--- src/rtl/core/bmffus_pkg.sv ---
// bmffus_pkg: shared types, widths and constants of the uuid box scanner
// no dependencies; imported by the channel interfaces, the walker and the top level
package bmffus_pkg;

  // default offset width and fixed field widths
  localparam int OFFSET_WIDTH_DEF = 48;
  localparam int FILE_LEN_W       = 48;
  localparam int BOX_LEN_W        = 64;
  localparam int KIND_W           = 32;
  localparam int DATA_W           = 8;
  localparam int HCNT_W           = 5;
  localparam int VERDICT_W        = 2;

  // box header geometry
  localparam int HDR_SHORT = 8;
  localparam int HDR_LONG  = 16;
  localparam int ID_BYTES  = 16;

  // box type 'uuid'
  localparam logic [KIND_W-1:0] KIND_UUID = 32'h7575_6964;

  // manifest id, first byte at index zero
  localparam logic [DATA_W-1:0] MANIFEST_ID [ID_BYTES] = '{
    8'hD8, 8'hFE, 8'hC3, 8'hD6, 8'h1B, 8'h0E, 8'h48, 8'h3C,
    8'h92, 8'h97, 8'h58, 8'h28, 8'h87, 8'h7E, 8'hC4, 8'h81
  };

  // verdict codes
  localparam logic [VERDICT_W-1:0] VERDICT_SCANNING  = 2'd0;
  localparam logic [VERDICT_W-1:0] VERDICT_FOUND     = 2'd1;
  localparam logic [VERDICT_W-1:0] VERDICT_NOT_FOUND = 2'd2;

  // walk phases
  typedef enum logic [1:0] {
    PH_HEADER = 2'd0,
    PH_ID     = 2'd1,
    PH_SKIP   = 2'd2,
    PH_DONE   = 2'd3
  } phase_t;

  // one registered input beat handed to the walker
  typedef struct packed {
    logic [DATA_W-1:0] data_byte;
    logic              start_of_file;
  } walk_beat_t;

endpackage

--- src/rtl/core/bmffus_ifs.sv ---
// bmffus_ifs: valid/ready channel interfaces for file bytes and verdicts
// depends on bmffus_pkg for payload widths
interface bmffus_in_if import bmffus_pkg::*; ();
  logic              valid;
  logic              ready;
  logic [DATA_W-1:0] data_byte;
  logic              start_of_file;

  modport source (output valid, output data_byte, output start_of_file, input ready);
  modport sink   (input valid, input data_byte, input start_of_file, output ready);
endinterface

interface bmffus_out_if import bmffus_pkg::*; ();
  logic                 valid;
  logic                 ready;
  logic [VERDICT_W-1:0] verdict;

  modport source (output valid, output verdict, input ready);
  modport sink   (input valid, input verdict, output ready);
endinterface

--- src/rtl/core/bmffus_walker.sv ---
// bmffus_walker: box walk state and the per-byte update of that state
// depends on bmffus_pkg; instantiated by bmff_uuid_box_scanner
module bmffus_walker import bmffus_pkg::*; #(
  parameter int OFS_W = OFFSET_WIDTH_DEF
) (
  input  logic                  clk,
  input  logic                  rst_n,
  input  logic                  step_en,
  input  walk_beat_t            beat,
  input  logic [FILE_LEN_W-1:0] file_length,
  output logic [VERDICT_W-1:0]  verdict
);

  logic [OFS_W-1:0]     byte_offset_r, byte_offset_nxt;
  logic [OFS_W-1:0]     box_origin_r, box_origin_nxt;
  logic [BOX_LEN_W-1:0] box_length_r, box_length_nxt;
  logic [KIND_W-1:0]    box_kind_r, box_kind_nxt;
  logic [HCNT_W-1:0]    header_count_r, header_count_nxt;
  logic                 id_match_r, id_match_nxt;
  phase_t               phase_r, phase_nxt;
  logic [VERDICT_W-1:0] verdict_r, verdict_nxt;

  // state seen by this beat: a start of file restarts the walk first
  logic [OFS_W-1:0]     cur_ofs, cur_origin;
  logic [BOX_LEN_W-1:0] cur_len;
  logic [KIND_W-1:0]    cur_kind;
  logic [HCNT_W-1:0]    cur_hc;
  logic                 cur_idm;
  phase_t               cur_phase;
  logic [VERDICT_W-1:0] cur_verdict;

  always_comb begin
    if (beat.start_of_file) begin
      cur_ofs     = '0;
      cur_origin  = '0;
      cur_len     = '0;
      cur_kind    = '0;
      cur_hc      = '0;
      cur_idm     = 1'b1;
      cur_phase   = PH_HEADER;
      cur_verdict = VERDICT_SCANNING;
    end else begin
      cur_ofs     = byte_offset_r;
      cur_origin  = box_origin_r;
      cur_len     = box_length_r;
      cur_kind    = box_kind_r;
      cur_hc      = header_count_r;
      cur_idm     = id_match_r;
      cur_phase   = phase_r;
      cur_verdict = verdict_r;
    end
  end

  // remaining length from the box start and from the byte after this one
  logic [OFS_W-1:0]     file_end, ofs_inc, rem, nb_rem, last_ofs;
  logic [BOX_LEN_W-1:0] rem64;
  logic                 hit_last, nb_short;

  assign file_end = OFS_W'(file_length);
  assign ofs_inc  = cur_ofs + OFS_W'(1);
  assign rem      = (file_end > cur_origin) ? (file_end - cur_origin) : '0;
  assign rem64    = BOX_LEN_W'(rem);
  assign nb_rem   = (file_end > ofs_inc) ? (file_end - ofs_inc) : '0;
  assign nb_short = (nb_rem < OFS_W'(HDR_SHORT));
  assign last_ofs = cur_origin + cur_len[OFS_W-1:0] - OFS_W'(1);
  assign hit_last = (cur_ofs == last_ofs);

  // next state: header collection, id compare, body skip
  logic [BOX_LEN_W-1:0] len_shift, hdr_len, hdr_size, id_min;
  logic [KIND_W-1:0]    kind_shift, hdr_kind;
  logic                 hdr_end, hdr_long, go_next, id_hit;
  logic [3:0]           id_idx;

  always_comb begin
    len_shift  = {cur_len[BOX_LEN_W-DATA_W-1:0], beat.data_byte};
    kind_shift = {cur_kind[KIND_W-DATA_W-1:0], beat.data_byte};
    hdr_end    = 1'b0;
    hdr_long   = (cur_hc == HCNT_W'(HDR_LONG - 1));
    hdr_len    = hdr_long ? len_shift
               : ((cur_len == '0) ? rem64 : cur_len);
    hdr_kind   = hdr_long ? cur_kind : kind_shift;
    hdr_size   = hdr_long ? BOX_LEN_W'(HDR_LONG) : BOX_LEN_W'(HDR_SHORT);
    id_min     = hdr_long ? BOX_LEN_W'(HDR_LONG + ID_BYTES)
               : BOX_LEN_W'(HDR_SHORT + ID_BYTES);
    id_idx     = cur_hc[3:0];
    id_hit     = cur_idm && (beat.data_byte == MANIFEST_ID[id_idx]);
    go_next    = 1'b0;

    byte_offset_nxt  = ofs_inc;
    box_origin_nxt   = cur_origin;
    box_length_nxt   = cur_len;
    box_kind_nxt     = cur_kind;
    header_count_nxt = cur_hc;
    id_match_nxt     = cur_idm;
    phase_nxt        = cur_phase;
    verdict_nxt      = cur_verdict;

    unique case (cur_phase)
      PH_HEADER: begin
        if (cur_hc == '0 && rem < OFS_W'(HDR_SHORT)) begin
          phase_nxt   = PH_DONE;
          verdict_nxt = VERDICT_NOT_FOUND;
        end else begin
          header_count_nxt = cur_hc + HCNT_W'(1);
          if (cur_hc < HCNT_W'(4)) begin
            box_length_nxt = len_shift;
          end else if (cur_hc < HCNT_W'(HDR_SHORT)) begin
            box_kind_nxt = kind_shift;
          end else if (cur_hc == HCNT_W'(HDR_SHORT)) begin
            box_length_nxt = BOX_LEN_W'(beat.data_byte);
          end else begin
            box_length_nxt = len_shift;
          end
          // end of the short header: size 1 asks for a 64-bit size
          if (cur_hc == HCNT_W'(HDR_SHORT - 1)) begin
            if (cur_len == BOX_LEN_W'(1)) begin
              if (rem < OFS_W'(HDR_LONG)) begin
                phase_nxt   = PH_DONE;
                verdict_nxt = VERDICT_NOT_FOUND;
              end
            end else begin
              hdr_end = 1'b1;
            end
          end else if (hdr_long) begin
            hdr_end = 1'b1;
          end
          // header complete: check size, then id or skip
          if (hdr_end) begin
            box_length_nxt = hdr_len;
            if (hdr_len < hdr_size || hdr_len > rem64) begin
              phase_nxt   = PH_DONE;
              verdict_nxt = VERDICT_NOT_FOUND;
            end else if (hdr_kind == KIND_UUID && hdr_len >= id_min) begin
              phase_nxt        = PH_ID;
              header_count_nxt = '0;
              id_match_nxt     = 1'b1;
            end else begin
              phase_nxt = PH_SKIP;
              go_next   = (hdr_len == hdr_size);
            end
          end
        end
      end
      PH_ID: begin
        id_match_nxt     = id_hit;
        header_count_nxt = cur_hc + HCNT_W'(1);
        if (id_idx == 4'(ID_BYTES - 1)) begin
          if (id_hit) begin
            phase_nxt   = PH_DONE;
            verdict_nxt = VERDICT_FOUND;
          end else begin
            phase_nxt = PH_SKIP;
            go_next   = hit_last;
          end
        end
      end
      PH_SKIP: begin
        go_next = hit_last;
      end
      PH_DONE: begin
        go_next = 1'b0;
      end
      default: begin
        go_next = 1'b0;
      end
    endcase

    // last byte of a box: open the next one right after it
    if (go_next) begin
      box_origin_nxt   = ofs_inc;
      box_length_nxt   = '0;
      box_kind_nxt     = '0;
      header_count_nxt = '0;
      id_match_nxt     = 1'b1;
      phase_nxt        = PH_HEADER;
      if (nb_short) begin
        phase_nxt   = PH_DONE;
        verdict_nxt = VERDICT_NOT_FOUND;
      end
    end
  end

  // state registers, updated once per beat
  always_ff @(posedge clk) begin
    if (!rst_n) begin
      byte_offset_r  <= '0;
      box_origin_r   <= '0;
      box_length_r   <= '0;
      box_kind_r     <= '0;
      header_count_r <= '0;
      id_match_r     <= 1'b1;
      phase_r        <= PH_HEADER;
      verdict_r      <= VERDICT_SCANNING;
    end else if (step_en) begin
      byte_offset_r  <= byte_offset_nxt;
      box_origin_r   <= box_origin_nxt;
      box_length_r   <= box_length_nxt;
      box_kind_r     <= box_kind_nxt;
      header_count_r <= header_count_nxt;
      id_match_r     <= id_match_nxt;
      phase_r        <= phase_nxt;
      verdict_r      <= verdict_nxt;
    end
  end

  // output: verdict after the latest beat
  assign verdict = verdict_r;

endmodule

--- src/rtl/core/bmff_uuid_box_scanner.sv ---
// bmff_uuid_box_scanner: top level of the iso bmff uuid box scanner
// depends on bmffus_pkg, bmffus_ifs and bmffus_walker
//
// usage:
//   in_bus carries the file one byte per beat in file order; start_of_file
//   marks the byte at offset zero and restarts the scan.
//   out_bus returns exactly one verdict per input beat: scanning, manifest
//   uuid found, or not found. found and not found are final and repeat on
//   every later beat until the next start_of_file.
//   cfg_wr_en/cfg_wr_data write the file length; write it while no beat is
//   in flight.
// timing:
//   one byte per cycle sustained while out_bus.ready stays high; each verdict
//   is registered in the walker state register, fed by the input register.
// reset:
//   synchronous active-low rst_n empties both stages, clears the file
//   length and starts a scan at offset zero.
// stalls:
//   while out_bus.ready is low the verdict holds; one more byte waits in
//   the input register, after which in_bus.ready drops.
module bmff_uuid_box_scanner import bmffus_pkg::*; #(
  parameter int OFFSET_WIDTH = OFFSET_WIDTH_DEF
) (
  input  logic                  clk,
  input  logic                  rst_n,
  bmffus_in_if.sink             in_bus,
  bmffus_out_if.source          out_bus,
  input  logic                  cfg_wr_en,
  input  logic [FILE_LEN_W-1:0] cfg_wr_data
);

  logic [FILE_LEN_W-1:0] file_length_r;
  walk_beat_t            beat_r;
  logic                  beat_valid_r;
  logic                  out_valid_r;
  logic                  advance;
  logic                  step_en;

  // file length register
  always_ff @(posedge clk) begin
    if (!rst_n) begin
      file_length_r <= '0;
    end else if (cfg_wr_en) begin
      file_length_r <= cfg_wr_data;
    end
  end

  // pipeline flow: the walker steps when the result slot is free or taken
  assign advance      = !out_valid_r || out_bus.ready;
  assign step_en      = beat_valid_r && advance;
  assign in_bus.ready = !beat_valid_r || advance;

  // input register
  always_ff @(posedge clk) begin
    if (!rst_n) begin
      beat_valid_r <= 1'b0;
    end else if (in_bus.ready) begin
      beat_valid_r <= in_bus.valid;
    end
  end

  always_ff @(posedge clk) begin
    if (in_bus.ready && in_bus.valid) begin
      beat_r.data_byte     <= in_bus.data_byte;
      beat_r.start_of_file <= in_bus.start_of_file;
    end
  end

  // result valid; the verdict itself lives in the walker state
  always_ff @(posedge clk) begin
    if (!rst_n) begin
      out_valid_r <= 1'b0;
    end else if (advance) begin
      out_valid_r <= beat_valid_r;
    end
  end

  bmffus_walker #(
    .OFS_W (OFFSET_WIDTH)
  ) u_walker (
    .clk         (clk),
    .rst_n       (rst_n),
    .step_en     (step_en),
    .beat        (beat_r),
    .file_length (file_length_r),
    .verdict     (out_bus.verdict)
  );

  assign out_bus.valid = out_valid_r;

endmodule

--- src/flat_wrapper.sv ---
// flat-port wrapper written by rule: the top's interface ports become plain ports
module bmff_uuid_box_scanner_flat import bmffus_pkg::*;
#(
  parameter int OFFSET_WIDTH = OFFSET_WIDTH_DEF
)
  (clk, rst_n, cfg_wr_en, cfg_wr_data, in_bus_valid, in_bus_data_byte, in_bus_start_of_file, in_bus_ready, out_bus_valid, out_bus_verdict, out_bus_ready);
  bmffus_in_if in_bus_i ();
  bmffus_out_if out_bus_i ();
  input  logic clk;
  input  logic rst_n;
  input  logic cfg_wr_en;
  input  logic [FILE_LEN_W-1:0] cfg_wr_data;
  input wire logic [$bits(in_bus_i.valid)-1:0] in_bus_valid;
  input wire logic [$bits(in_bus_i.data_byte)-1:0] in_bus_data_byte;
  input wire logic [$bits(in_bus_i.start_of_file)-1:0] in_bus_start_of_file;
  output wire logic [$bits(in_bus_i.ready)-1:0] in_bus_ready;
  output wire logic [$bits(out_bus_i.valid)-1:0] out_bus_valid;
  output wire logic [$bits(out_bus_i.verdict)-1:0] out_bus_verdict;
  input wire logic [$bits(out_bus_i.ready)-1:0] out_bus_ready;
  assign in_bus_i.valid = in_bus_valid;
  assign in_bus_i.data_byte = in_bus_data_byte;
  assign in_bus_i.start_of_file = in_bus_start_of_file;
  assign in_bus_ready = in_bus_i.ready;
  assign out_bus_valid = out_bus_i.valid;
  assign out_bus_verdict = out_bus_i.verdict;
  assign out_bus_i.ready = out_bus_ready;
  bmff_uuid_box_scanner #(.OFFSET_WIDTH(OFFSET_WIDTH)) u_core (.clk(clk), .rst_n(rst_n), .in_bus(in_bus_i), .out_bus(out_bus_i), .cfg_wr_en(cfg_wr_en), .cfg_wr_data(cfg_wr_data));
endmodule
--- config.mk ---
export PLATFORM = sky130hd
export DESIGN_NAME = bmff_uuid_box_scanner_flat
export DESIGN_NICKNAME = d
export VERILOG_FILES = /design/src/rtl/core/bmffus_pkg.sv /design/src/rtl/core/bmffus_ifs.sv /design/src/rtl/core/bmffus_walker.sv /design/src/rtl/core/bmff_uuid_box_scanner.sv /design/src/flat_wrapper.sv
export SDC_FILE = /design/constraint.sdc
export NUM_CORES = 1
export LEC_CHECK = 0
export BUFFER_PORTS_ARGS = -buffer_cell sky130_fd_sc_hd__buf_2
export CORE_UTILIZATION = 40
export DETAILED_ROUTE_END_ITERATION = 8
export HOLD_SLACK_MARGIN = 0.02
export SLEW_MARGIN = 10
export SYNTH_ARGS = -nofsm -noshare
export SYNTH_HDL_FRONTEND = slang
export SYNTH_SLANG_ARGS = --single-unit
--- constraint.sdc ---
create_clock -name clk -period 7.6 [get_ports clk]
set_input_delay 0.38 -clock clk [delete_from_list [all_inputs] [get_ports clk]]
set_output_delay 0.38 -clock clk [all_outputs]
set_load 0.05 [all_outputs]
# [Word-level counts from Yosys, hierarchy flattened]
# Memory sizes are Yosys's and may differ from the RTL's.
# Cells that the tools add are included.
# W data, S select, Z words.
[totals] input_bits=62 out_inout_bits=4 mem_bits_ro=128 n_memories=1 reg_bits=261
[memory_table] name="(name not given)" depth=16 width=8 rd=1 rd_clocked_by_memory_dff=0 write_ports=0 line="bmffus_walker.sv:86" source="id_hit = cur_idm && (beat.data_byte == MANIFEST_ID[id_idx]);"
[op_classes] n_reduce_logical=13 mux=77 n_eq_ne=12 addsub=6 n_bitwise=1 order_cmp=11
[ops] cell="$mux W64" n=10
[ops] cell="$mux W48" n=5
[ops] cell="$mux W32" n=7
[ops] cell="$gt A48 B48 Y1" n=2
[ops] cell="$lt A48 B4 Y1 const B" n=2
[ops] cell="$sub A48 B48 Y48" n=2
[ops] cell="$eq A64 B1 Y1 const B" n=1
[ops] cell="$eq A64 B5 Y1" n=1
[ops] cell="$ge A64 B6 Y1" n=1
[ops] cell="$gt A64 B48 Y1" n=1
[ops] cell="$logic_not A64 Y1" n=1
[ops] cell="$lt A64 B5 Y1" n=1
[ops] cell="$add A48 B1 Y48 const B" n=1
[ops] cell="$add A48 B48 Y48" n=1
[ops] cell="$eq A48 B48 Y1" n=1
[ops] cell="$lt A48 B5 Y1 const B" n=1
[ops] cell="$sub A48 B1 Y48 const B" n=1
[ops] cell="$mux W2" n=22
[ops] cell="$mux W5" n=7
[ops] cell="$eq A32 B31 Y1 const B" n=1
[ops] cell="$mux W1" n=18
[ops] cell="$mux W8" n=2
[ops] cell="$eq A5 B4 Y1 const B" n=2
[ops] cell="$pmux W5 S2" n=1
[ops] cell="19 further kinds" n=28

# [Longest topological paths before layout]
# Gate-level depths: netlist of run 1.
[logic_depth] depth_word=13 ltp_mapped=38 depth_no_buf=26

# [By module]
# Synthesis of run 1 repeated with hierarchy kept, for this count alone.
[unflattened] hier_cells=3585 hier_area_um2=26644.3
[by_module_without_submodules] module="bmffus_walker" seq_area_each_um2=4043.9 cells_per_inst=3412 area_each_um2=24447.2 n_inst=1
[by_module_without_submodules] module="bmff_uuid_box_scanner" seq_area_each_um2=1271.2 cells_per_inst=173 area_each_um2=2197.1 n_inst=1

# [Least setup slack after synthesis of run 1]
# OpenSTA, ideal clock, no wires.
[synth_timing] kind="register -> register" startpoint="reg u_core.beat_r[0] (netlist name)" endpoint="reg u_core.u_walker.box_length_r[3]" arrival_time_ps=8281 t_required_ps=7478 path_slack_ps=-803 path_buffers=15 stages_incl_launch_ff=39 synth_period_minus_slack_ps=8403 setup_ps=122 cell_sequence="edfxtp_1 > clkbuf_1 > inv_1 > clkbuf_1 > buf_1 > clkbuf_1 > clkbuf_1 > clkbuf_1 > buf_1 > buf_1 > nand2_1 > ha_1 > buf_2 > nand4_2 > nor3_2 > nand3_1 > a2111oi_4 > o31a_4 > [3 not listed] > nand2_1 > ha_1 > nand4_1 > nor3_1 > nand4_1 > or4_1 > nor4_1 > nand2_1 > o21ai_0 > a2bb2oi_1 > nand2b_1 > a2111o_1 > o21a_1 > buf_6 > o21ai_2 > buf_6 > buf_6 > a21oi_2"
[synth_via] elab_chain_len=13 elab_cells_between_ends=63
[synth_rtl] item="start, declared" line="bmff_uuid_box_scanner.sv:33" source="walk_beat_t beat_r;"
[synth_rtl] item="$mux W48" line="bmffus_walker.sv:33" source="if (beat.start_of_file) begin"
[synth_rtl] item="$sub A48 B48 Y48 or $gt A48 B48 Y1 (tied branches)" line="bmffus_walker.sv:61" source="assign rem = (file_end > cur_origin) ? (file_end - cur_origin) : '0;"
[synth_rtl] item="$mux W48" line="bmffus_walker.sv:61"
[synth_rtl] item="$mux W64" line="bmffus_walker.sv:80" source=": ((cur_len == '0) ? rem64 : cur_len);"
[synth_rtl] item="$mux W64" line="bmffus_walker.sv:79" source="hdr_len = hdr_long ? len_shift"
[synth_rtl] item="$ge A64 B6 Y1" line="bmffus_walker.sv:133" source="end else if (hdr_kind == KIND_UUID && hdr_len >= id_min) begin"
[synth_rtl] item="$logic_and A1 B1 Y1" line="bmffus_walker.sv:133"
[synth_rtl] item="$mux W1" line="bmffus_walker.sv:133"
[synth_rtl] item="$mux W1" line="bmffus_walker.sv:130" source="if (hdr_len < hdr_size || hdr_len > rem64) begin"
[synth_rtl] item="$mux W1" line="bmffus_walker.sv:128" source="if (hdr_end) begin"
[synth_rtl] item="$mux W1" line="bmffus_walker.sv:100" source="if (cur_hc == '0 && rem < OFS_W'(HDR_SHORT)) begin"
[synth_rtl] item="$pmux W1 S4" line="bmffus_walker.sv:98" source="unique case (cur_phase)"
[synth_rtl] item="$mux W64 (*)" line="bmffus_walker.sv:169" source="if (go_next) begin"
[synth_rtl] item="end signal, assigned" line="bmffus_walker.sv:197" source="box_length_r <= box_length_nxt;"
[synth_rtl] item="end, declared" line="bmffus_walker.sv:16" source="logic [BOX_LEN_W-1:0] box_length_r, box_length_nxt;"
# Mark *: on every way between the ends. The rest lies on a longest branch, timed or not. The select of a mux whose other input is x is not followed.
# A chain may end at the register's enable or synchronous reset.

# [Worst setup path in the final report of run 1]
[layout_timing] startpoint="reg u_core.beat_r[0] (netlist name)" endpoint="reg u_core.u_walker.box_origin_r[39]"
[layout_via] elab_chain_len=13 elab_cells_between_ends=57
[layout_rtl] item="$mux W48" line="bmffus_walker.sv:33"
[layout_rtl] item="$sub A48 B48 Y48 or $gt A48 B48 Y1 (tied branches)" line="bmffus_walker.sv:61"
[layout_rtl] item="$mux W48" line="bmffus_walker.sv:61"
[layout_rtl] item="$mux W64" line="bmffus_walker.sv:80"
[layout_rtl] item="$mux W64" line="bmffus_walker.sv:79"
[layout_rtl] item="$ge A64 B6 Y1" line="bmffus_walker.sv:133"
[layout_rtl] item="$logic_and A1 B1 Y1" line="bmffus_walker.sv:133"
[layout_rtl] item="$mux W1" line="bmffus_walker.sv:133"
[layout_rtl] item="$mux W1" line="bmffus_walker.sv:130"
[layout_rtl] item="$mux W1" line="bmffus_walker.sv:128"
[layout_rtl] item="$mux W1" line="bmffus_walker.sv:100"
[layout_rtl] item="$pmux W1 S4" line="bmffus_walker.sv:98"
[layout_rtl] item="$mux W48 (*)" line="bmffus_walker.sv:169"
[layout_rtl] item="end signal, assigned" line="bmffus_walker.sv:196" source="box_origin_r <= box_origin_nxt;"
[layout_rtl] item="end, declared" line="bmffus_walker.sv:15" source="logic [OFS_W-1:0] box_origin_r, box_origin_nxt;"
# Marks and branches as above.

==> results.ini, run 1 <==
[clock_tree]
htreeDepth=2
numCtsBuffers=36
cts_root_buf=clkbuf_16
cts_tree=yes
clkTransAtPathRegs_ns=0.06
clockBufferDepth=3
clock_sinks=261
clock_latency_ns=0.60

[worst_setup_path]
regToRegSetupSlack_ns=0.26
crit_path_start=u_core.beat_r[0]
crit_required_ns=8.12
rr_endpoint=u_core.u_walker.box_origin_r[39]
critical_path_class=register to register
endpoint_kind=register
r2r.worst_path.cells=21
start_kind=register
critPathArrivalTime_ns=7.87
rr_startpoint=u_core.beat_r[0]
worstPathMaxFanout=69

[synth]
synth_nets=4272
netlist_area_um2=28500
avgSynthCellArea_um2=7.19
ys_warn_count=0
synth-seq-cells=261
async_reset_ff_frac=0
synth_edf_count=9
synth_top_flop_cell=dfxtp_1
yosysSeqAreaShare=0.187
syn_inst=3961
ys_types=112

[grt]
antenna_found_initial=3
grt_pass1_vias=29400
grt_max_degree=94
gr-total-overflow=0
grt_pass1_wl_um=190000
grt_util_all_layers=0.346

[route]
drtAntennaViolNets=0
vias_per_cell=6.46
drt-pass1-iter-count=6
detailedRoute.firstIterationViolations=4484
totalWireLength_um=129000
wl_per_cell_um=25.9
drc=0
via_count=32300

[sta]
finalCriticalPeriod_ns=7.34
final.period_utilization=0.966
fmax_mhz=136
hold_ws_ns=0.0207
hold_violations=0
setup_tns_ns=0
skew_ns=0.0525
tightest_slew_ns=1.35
maxSlewViolCount=0
worst_slack_ns=0.256
setup_viol=0
slew_headroom=0.0883

[power]
p_per_area_nw_per_um2=174
ir_drop_mv=0.163
sw_frac_of_total=0.405
power_frac_seq=0.265
pwr-share-clk=0.324
switchingPower_uw=2260
p_int_uw=3320
leakage_uw=0.0129
combPwrFrac=0.412

[place]
post-dp-hpwl_um=102000
io_buffers=65
preCtsSetupSlack_ns=0.145
place.gp.congestion=1.09
placed_cells=4873
dpl-instance-area_um2=30200

[worst_hold_path]
hold_path.class=primary input to register
holdCritStartpoint=cfg_wr_data[38]
whs_path_depth=3
whs_endpoint=u_core.file_length_r[38]

[status]
outcome=complete, no violations

[floorplan]
initial_core_util=0.405
std_cell_rows=97
die-width_um=269
dieArea_um2=72300
pin_count=66
core_um2=70300
die_h_um=269

[cells_and_area]
layout-drive-gt1-share=0.115
syn_to_final_growth_pct=12.9
stdcell_count=4995
final_area_um2=32200
num_antenna_cells=0
fin_nets=4339

[flow_run]
cap_violations=0

## worst max path at each step
stage,end,slack (ns),cells past startpoint
2_1_floorplan,u_core.u_walker.box_length_r[3],0.07,38
3_3_place_gp,u_core.u_walker.box_length_r[14],0.20,31
3_5_place_dp,u_core.u_walker.box_length_r[15],0.14,31
4_1_cts,u_core.u_walker.box_length_r[15],0.06,31
5_1_grt,u_core.u_walker.box_origin_r[23],-0.04,29
6_report,u_core.u_walker.box_origin_r[39],0.26,21
## layer usage
layer  part of all wire  track usage  vias up
met1               0.42        0.472    15200
met4              0.054        0.166        2
met3               0.10       0.0531      411
met2               0.43        0.529     1872
met5            0.00012            0        -
li1                   -            -    14800
## final cells by class
class | instances | area, um2
Timing Repair Buffer | 272 | 2120
Clock buffer | 48 | 1030
Fill cell | 7147 | 38100
Tap cell | 940 | 1180
Inverter | 182 | 687
Clock inverter | 17 | 239
Multi-Input combinational cell | 3275 | 21600
Sequential cell | 261 | 5320
## sequential cells by signal (all words and copies together) (netlist names), 2 cells and up
name	count
u_core.u_walker.box_kind_r	32
u_core.u_walker.header_count_r	5
u_core.u_walker.byte_offset_r	48
u_core.u_walker.phase_r	2
u_core.beat_r	9
u_core.u_walker.box_length_r	64
u_core.u_walker.box_origin_r	48
u_core.file_length_r	48
u_core.u_walker.verdict	2
## placed cells by master, fill, tap and decap left out, types with 124 or more instances in the layout
| cell type | netlist | layout |
|---|---|---|
| nand3_1 | 124 | 124 |
| ha_1 | 247 | 236 |
| o21ai_0 | 163 | 160 |
| nor2_1 | 333 | 331 |
| buf_4 | 10 | 149 |
| inv_1 | 180 | 178 |
| dfxtp_1 | 252 | 252 |
| a21oi_1 | 331 | 327 |
| nand2_1 | 505 | 503 |
## synthesized netlist by cell type (all sizes together), types with 60 or more instances
cell type,number,area [um2]
nand2,506,1900
nand4,107,682
nor2,334,1260
a211oi,60,478
nor2b,82,513
clkbuf,162,608
or3,62,388
mux2i,73,731
buf,79,478
nand3,125,631
o211ai,69,518
dfxtp,252,5040
a21oi,368,1980
ha,247,3090
o21ai,190,970
nor3,115,623
inv,180,676
xnor2,106,928
## critical path, cell delays in order, from the launching register on
cell and delay [ns]:
edfxtp_1 0.47, clkinv_2 0.12, buf_12 0.20, buf_4 0.44
nand2_1 0.49, ha_1 0.46, inv_1 0.04, ha_1 0.43
a21oi_1 0.44, o21ai_0 0.51, a222oi_1 0.62, nand4_1 0.16
nor4_1 0.41, nand4_1 0.15, nor4_1 0.24, nand4b_1 0.21
nor4b_1 0.43, nand3_1 0.34, o21a_2 0.26, buf_12 0.20
or3_1 0.36, a21oi_1 0.15
## metrics by stage
stage | total power (uW) | utilization
final | 5590 | 0.458
after global routing | 5800 | 0.458
after CTS | 5480 | 0.454
after detailed placement | 3650 | 0.429
after global placement | 3660 | 0.429
after floorplan | 2930 | -
## timing repair
item                                    in CTS  in global routing
hold buffers                                47                  0
hold endpoints to repair                    47                  0
setup buffers                                0                  8
gates resized for setup                      0                 41
endpoints found under the setup margin       0                152
## kinds of logic after synthesis
group,count (synthesis),share of synthesized area
and+or+nand+nor,1598,0.278
DFF,261,0.187
muxes,83,0.0296
buffers and inverters,425,0.0627
adders and majority gates,249,0.110
xor gates and xnor gates,160,0.0497
AOI/OAI and AO/OA,1185,0.283
## power by group through the flow
stage	Combinational [uW]	Clock (uW)	Sequential, uW
2_1_floorplan	1460	0	1460
3_3_place_gp	2150	0	1500
3_5_place_dp	2140	0	1500
4_1_cts	2170	1830	1470
5_1_grt	2450	1880	1480
6_report	2300	1810	1480
Note: power is estimated with default switching activity, not from simulation.
==> run 2, diff against run 1 <==
Settings changed: RECOVER_POWER from default to 25.
==> run 2 against run 1 <==
Against the previous run: the run now ends with capacitance limit, slew limit left; clock power is essentially flat; critical endpoint unchanged; global-route usage is the same; via count grew 0.31%; final cell count is the same; sequential power is essentially flat.
==> results.ini, run 2 (synthesis gave the netlist of run 1 again) <==
[cells_and_area]
top_register=u_core.u_walker.box_length_r  ; unchanged
largest_register_ffs=64  ; unchanged
layout-drive-gt1-share=0.113  ; was 0.115
layout_commonest_cell=nand2_1  ; unchanged
stdcell_count=4995  ; unchanged
fillers=7151  ; was 7,147
num_antenna_cells=0  ; unchanged
fin_nets=4339  ; unchanged
syn_to_final_growth_pct=12.9  ; about the same
final_area_um2=32200  ; about the same
fin_util=0.458  ; about the same
mostFrequentLayoutCells=nand2_1 (503), nor2_1 (331), a21oi_1 (327)  ; unchanged

[floorplan]
std_cell_rows=97  ; unchanged
core_um2=70300  ; unchanged
dieArea_um2=72300  ; unchanged
initial_core_util=0.405  ; unchanged
pin_count=66  ; unchanged
die-width_um=269  ; unchanged
die_h_um=269  ; unchanged

[worst_setup_path]
endpoint_kind=register  ; unchanged
crit_required_ns=8.12  ; about the same
worstPathMaxFanout=69  ; unchanged
start_kind=register  ; unchanged
critical_path_class=register to register  ; unchanged
critPathArrivalTime_ns=7.86  ; was 7.87 ns
crit_path_max_incr_delay_ns=0.61  ; was 0.62 ns
path_cells=clkinv_2 > buf_12 > buf_4 > nand2_1 > ha_1 > inv_1 > ha_1 > a21oi_1 > o21ai_0 > a222oi_1 > nand4_1 > nor4_1 > nand4_1 > nor4_1 > nand4b_1 > nor4b_1 > nand3_1 > o21a_2 > buf_12 > or3_1 > a21oi_1  ; unchanged
slowest_stage=a222oi_1  ; unchanged

[sta]
fmax_mhz=136  ; about the same
setup_viol=0  ; unchanged
setup_tns_ns=0  ; unchanged
finalCriticalPeriod_ns=7.34  ; about the same
tightest_slew_ns=2.31  ; was 1.35 ns
hold_violations=0  ; unchanged
final.period_utilization=0.965  ; was 0.966
skew_ns=0.0497  ; was 0.0525 ns
slew_headroom=-0.540  ; was 0.0883
hold_ws_ns=0.0242  ; was 0.0207 ns
maxSlewViolCount=81  ; was 0

[place]
place.gp.congestion=1.09  ; unchanged
dpl-instance-area_um2=30200  ; unchanged
io_buffers=65  ; unchanged
placed_cells=4873  ; unchanged
post-dp-hpwl_um=102000  ; unchanged

[clock_tree]
clkTransAtPathRegs_ns=0.06  ; about the same
cts_root_buf=clkbuf_16  ; unchanged
clockBufferDepth=3  ; unchanged
htreeDepth=2  ; unchanged
clock_sinks=261  ; unchanged
numCtsBuffers=36  ; unchanged
cts_tree=yes  ; unchanged
clock_latency_ns=0.60  ; about the same

[route]
vias_per_cell=6.48  ; was 6.46
drc=0  ; unchanged
drt-pass1-iter-count=8  ; was 6
via_count=32400  ; was 32,300
wl_per_cell_um=25.9  ; about the same
totalWireLength_um=129000  ; about the same
detailedRoute.firstIterationViolations=4459  ; was 4,484
drtAntennaViolNets=0  ; unchanged

[power]
combPwrFrac=0.412  ; about the same
power_frac_seq=0.264  ; was 0.265
leakage_uw=0.0128  ; was 0.0129 uW
p_int_uw=3320  ; about the same
switchingPower_uw=2260  ; about the same
sw_frac_of_total=0.405  ; about the same
ir_drop_mv=0.164  ; was 0.163 mV
pwr-share-clk=0.324  ; about the same
p_per_area_nw_per_um2=174  ; about the same

[grt]
grt_pass1_wl_um=190000  ; unchanged
grt_max_degree=94  ; unchanged
grt_pass1_vias=29400  ; unchanged
grt_util_all_layers=0.346  ; unchanged
gr-total-overflow=0  ; unchanged
antenna_found_initial=3  ; unchanged

[status]
violations=capacitance limit, slew limit
outcome=finished with violations  ; was complete, no violations

[flow_run]
cap_violations=2  ; was 0

[worst_hold_path]
hold_path.class=primary input to register  ; unchanged

[run 2: changes by cell type in the layout (fill, tap and decap cells not counted)]
cell,previous run,this run
clkbuf_1,4,9
buf_2,65,60
clkinvlp_2,0,1
and2_0,1,2
and2_1,19,18
inv_4,1,0
[run 2: layout make-up]
class	instances	area [um2]	area share
clock inverter	17	239	0.00743
multi-input combinational	3275	21600	0.672
clock buffer	48	1030	0.0319
tap	940	1180	0.0366
inverter	182	686	0.0213
sequential	261	5320	0.165
timing repair buffer	272	2120	0.0658
[run 2: metrics by stage]
stage / worst slack, ns / total power (uW)
after floorplan: 0.0699 / 2930
final: 0.264 / 5590
after global placement: 0.204 / 3660
after CTS: 0.0635 / 5480
after global routing: -0.0387 / 5800
after detailed placement: 0.145 / 3650
[run 2: per-layer routing]
layer / global-route usage / share of wire
met5: 0 / 0.00012
met4: 0.166 / 0.055
met3: 0.0531 / 0.099
met2: 0.529 / 0.43
met1: 0.472 / 0.42
[run 2: timing repair]
action,CTS,global route
gates resized for setup,0,41
buffers inserted,0,8
hold endpoints to repair,47,0
setup endpoints to repair,0,152
hold buffers,47,0
[run 2: path summary, 6_finish.rpt]
check	endpoint	depth (start not counted)	slack [ns]	startpoint
worst max-delay path	u_core.u_walker.box_origin_r[39]	21	0.26	u_core.beat_r[0]
worst min-delay path	u_core.file_length_r[38]	3	0.02	cfg_wr_data[38]
worst min register to register	u_core.u_walker.byte_offset_r[26]	2	0.47	u_core.u_walker.byte_offset_r[26]
worst max register to register	u_core.u_walker.box_origin_r[39]	21	0.26	u_core.beat_r[0]
[run 2: power groups by stage]
stage	registers (uW)	clock network [uW]	logic [uW]
3_5_place_dp	1500	0	2140
4_1_cts	1470	1830	2170
2_1_floorplan	1460	0	1460
3_3_place_gp	1500	0	2150
6_report	1480	1810	2300
5_1_grt	1480	1880	2440
[run 2: critical path: cells and delay by family, from the launching register on]
kind / cells / cell delay [ns]
fa+ha+maj: 2 / 0.89
compound gates: 5 / 1.98
simple gates: 9 / 2.81
buf+inv: 5 / 0.97
flops: 1 / 0.47
